`src/sv/psq_ram.sv`:
```
`timescale 1ns / 1ps
`default_nettype none

module psq_ram #(
  parameter int unsigned WIDTH = 64,
  parameter int unsigned DEPTH = 64
) (
  input  wire logic                     clk_i,
  input  wire logic                     we_i,
  input  wire logic [$clog2(DEPTH)-1:0] waddr_i,
  input  wire logic [WIDTH-1:0]         wdata_i,
  input  wire logic [$clog2(DEPTH)-1:0] raddr_i,
  output logic      [WIDTH-1:0]         rdata_o
);

  logic [WIDTH-1:0] mem [DEPTH];
  logic [WIDTH-1:0] rdata_q;

  always_ff @(posedge clk_i) begin
    if (we_i) begin
      mem[waddr_i] <= wdata_i;
    end
    rdata_q <= mem[raddr_i];
  end

  assign rdata_o = rdata_q;

endmodule

`default_nettype wire

```
`config.mk`:
```
export PLATFORM = sky130hd
export DESIGN_NAME = psq_ram
export DESIGN_NICKNAME = d
export VERILOG_FILES = /design/src/sv/psq_ram.sv
export SDC_FILE = /design/constraint.sdc
export NUM_CORES = 2
export LEC_CHECK = 0
export BUFFER_PORTS_ARGS = -buffer_cell sky130_fd_sc_hd__buf_2
export CAP_MARGIN = 20
export CELL_PAD_IN_SITES_DETAIL_PLACEMENT = 0
export CELL_PAD_IN_SITES_GLOBAL_PLACEMENT = 1
export CORE_MARGIN = 1
export CORE_UTILIZATION = 39
export DETAILED_ROUTE_END_ITERATION = 10
export PLACE_DENSITY_LB_ADDON = 0.1
export SLEW_MARGIN = 20
export SYNTH_ARGS = -nofsm -noshare
export SYNTH_HDL_FRONTEND = slang
export SYNTH_SLANG_ARGS = --single-unit
```
`constraint.sdc`:
```
create_clock -name clk_i -period 6.75 [get_ports clk_i]
set_input_delay 1.35 -clock clk_i [delete_from_list [all_inputs] [get_ports clk_i]]
set_output_delay 1.35 -clock clk_i [all_outputs]
set_load 0.05 [all_outputs]
```
==> results.cfg <==
[timing]
setup_viol = 0
final.period_utilization = 0.566
worst_margin_pin_slew_ps = 1220
finalHoldWorstSlack_ps = 780
rsz0062_at_grt = no
crit_path_time_final_ps = 3820
max_freq_mhz = 262
slew_violations = 0
slew_headroom = 0.188
hold_viol = 0
postLayoutSetupSlackWorst_ps = 2930
fin_setup_tns_ps = 0
worst_clock_skew_ps = 47.2

[yosys]
postSynthRegisterBits = 4160
synth.cell_area_um2 = 156000
seq_area_frac_synth = 0.795
synthesis.instances = 6598
syn-num-nets = 6676
synth_warnings = 0
synth_cell_type_count = 33
post_synth.cell_area_avg_um2 = 23.7

[global_route]
grt_max_degree = 115
grtUsageMet3 = 0.0320
global_route_layer_with_the_greatest_usage = met2
met1_routing_resource_usage_after_global_routing = 0.317
global_route_congestion_overflow_total = 0
grt_first_pass_wirelength_mm = 647
grt_pass1_vias = 76806
gr-usage-all-layers = 0.231
global_route.usage.met2 = 0.392
initial_antenna_violation_count = 40

[power_and_ir_drop]
power_frac_seq = 0.522
p_sw_frac = 0.218
power.ir.vdd_worst_v = 0.000197
p_sw_mw = 12.0
power.static_leakage_nw = 55.7
p_int_mw = 43.1
p_per_area_nw_per_um2 = 307
pwr-share-comb = 0.049
clkPwrFrac = 0.429

[placement]
dpl_ws_ps = 1920
dp.final_hpwl_mm = 256
gpl.final_weighted_congestion = 0.753
placement.io_buffers = 141

[detailed_routing]
route.detailed.drc = 0
num_vias = 74274
drt_first_iter_violations = 7641
detail_route.first_pass.iterations = 6
wl_per_cell_um = 37.0
totalWireLength_mm = 472
detail_route.vias_per_cell = 5.83
postRouteAntennaNets = 0

[clock_tree]
cts_hold_repair.buffers = 0
cts-htree-levels = 5
post_cts.repair.setup_buffers = 0
clock_net_sink_count = 4160
numCtsBuffers = 441
clk_latency_ps = 990
clk_root_buffer_cell = sky130_fd_sc_hd__clkbuf_16
cts_tree = yes
post_cts_resize_count = 0
clockBufferDepth = 4
clock_pin_slew_on_the_worst_setup_and_hold_paths_ps = 60

[die]
fp.dieH_um = 635
initial_utilization = 0.392
core_region_area_um2 = 399000
die_width_um = 635
fp.dieArea_um2 = 403000
number_of_placement_rows = 232
io-pin-count = 142

[cells_and_area]
mostFrequentLayoutCells = 4096 x sky130_fd_sc_hd__edfxtp_1, 1024 x sky130_fd_sc_hd__mux4_2, 449 x sky130_fd_sc_hd__clkbuf_16
drive_above_1_share = 0.287
final_common_cell = sky130_fd_sc_hd__edfxtp_1
area_delta_synth_final_pct = 14.9
finish.net_count = 7151

[job]
drv.max_cap_violation_count = 0

[outcome]
status = finished clean

[setup_path]
cp-start-kind = primary input
timing.critical_path.required_ps = 7560
timing_worst_setup_path_type = in2reg
worstPathArrival_ps = 4630
critical_path.endpoint_type = flop
critPathMaxFanout = 74

[hold_path]
min-delay-path-class = in2reg
-- registers in the layout, indices dropped and copies added (netlist names) --
| name | count |
|---|---|
| mem | 4096 |
| rdata_o | 64 |
-- synth_stat cells, drive strengths merged --
| cell | instances | area share |
|---|---|---|
| a31o | 1 | 0.000056 |
| a2bb2oi | 19 | 0.0011 |
| mux4 | 1024 | 0.15 |
| nand4b | 1 | 0.000056 |
| nand3 | 45 | 0.0014 |
| o221ai | 38 | 0.0021 |
| mux2i | 135 | 0.0086 |
| nor2b | 28 | 0.0011 |
| nand4 | 2 | 0.000080 |
| a22o | 88 | 0.0049 |
| or3 | 29 | 0.0012 |
| inv | 19 | 0.00046 |
| nand3b | 2 | 0.000096 |
| dfxtp | 64 | 0.0082 |
| a22oi | 168 | 0.0081 |
| or2 | 28 | 0.0011 |
| and3 | 64 | 0.0026 |
| or3b | 1 | 0.000056 |
| o22ai | 83 | 0.0033 |
| buf | 230 | 0.0080 |
| nand2b | 11 | 0.00044 |
| nand2 | 58 | 0.0014 |
| a211oi | 63 | 0.0030 |
| nor3 | 2 | 0.000064 |
| a41oi | 26 | 0.0015 |
| edfxtp | 4096 | 0.79 |
| and2 | 3 | 0.00012 |
| nor2 | 112 | 0.0027 |
| a31oi | 18 | 0.00072 |
| clkbuf | 140 | 0.0034 |
-- cell families (layout without fill, tap and decap cells) --
| group | count (synthesis) | in the layout | share of synthesized area |
|---|---|---|---|
| muxes | 1159 | 1159 | 0.156 |
| DFF | 4160 | 4160 | 0.795 |
| other | 0 | 15 | 0 |
| and+or+nand+nor | 386 | 386 | 0.0124 |
| AOI/OAI and AO/OA | 504 | 504 | 0.0248 |
| buffers and inverters | 389 | 1245 | 0.0118 |
-- worst max-delay path, cell delays in order --
cell	delay, ps
sky130_fd_sc_hd__buf_8	250
sky130_fd_sc_hd__buf_4	380
sky130_fd_sc_hd__nor2_4	750
sky130_fd_sc_hd__buf_12	550
sky130_fd_sc_hd__a22oi_1	210
sky130_fd_sc_hd__and3_1	240
sky130_fd_sc_hd__a211oi_1	630
-- path summary, 6_finish.rpt --
| kind | startpoint | to | slack (ps) | cells past startpoint |
|---|---|---|---|---|
| worst max register to register | mem[20][32] | rdata_o[32] | 4620 | 4 |
| worst max-delay path | raddr_i[2] | rdata_o[60] | 2930 | 7 |
| worst min-delay path | wdata_i[53] | mem[10][53] | 780 | 1 |
| worst min register to register | mem[54][48] | rdata_o[48] | 830 | 4 |
-- layer usage --
metal  share of wire  up-vias  wire length (µm)
li1                -    29571                 -
met1            0.42    41814            199000
met2            0.50     2293            237000
met3           0.052      586             24700
met4           0.025       10             11900
met5         0.00015        -                70
-- through the flow --
| step | utilization | area [µm²] | std cells | power [mW] |
|---|---|---|---|---|
| global route | 0.450 | 180000 | 12727 | 56.7 |
| global placement | 0.414 | 165000 | 11888 | 32.0 |
| detailed placement | 0.414 | 165000 | 11890 | 32.1 |
| finish | 0.450 | 180000 | 12734 | 55.1 |
| floorplan | - | 156000 | 6598 | 30.7 |
| CTS | 0.450 | 179000 | 12714 | 55.6 |
-- layout make-up --
cell class	instances	area, µm²
Antenna cell	15	37.5
Clock buffer	592	12000
Clock inverter	232	2030
Fill cell	33311	219000
Inverter	19	71.3
Multi-Input combinational cell	2049	30800
Sequential cell	4160	124000
Tap cell	5265	6590
Timing Repair Buffer	402	3840
-- power by group through the flow --
stage                     clock [mW]  sequential, mW  combinational (mW)
final                           23.6            28.8                2.71
after global routing            25.1            28.8                2.87
after CTS                       24.1            28.8                2.75
after detailed placement           0            29.3                2.74
after global placement             0            29.3                2.71
after floorplan                    0            29.4                1.33
Note: power is estimated with default switching activity, not from simulation.
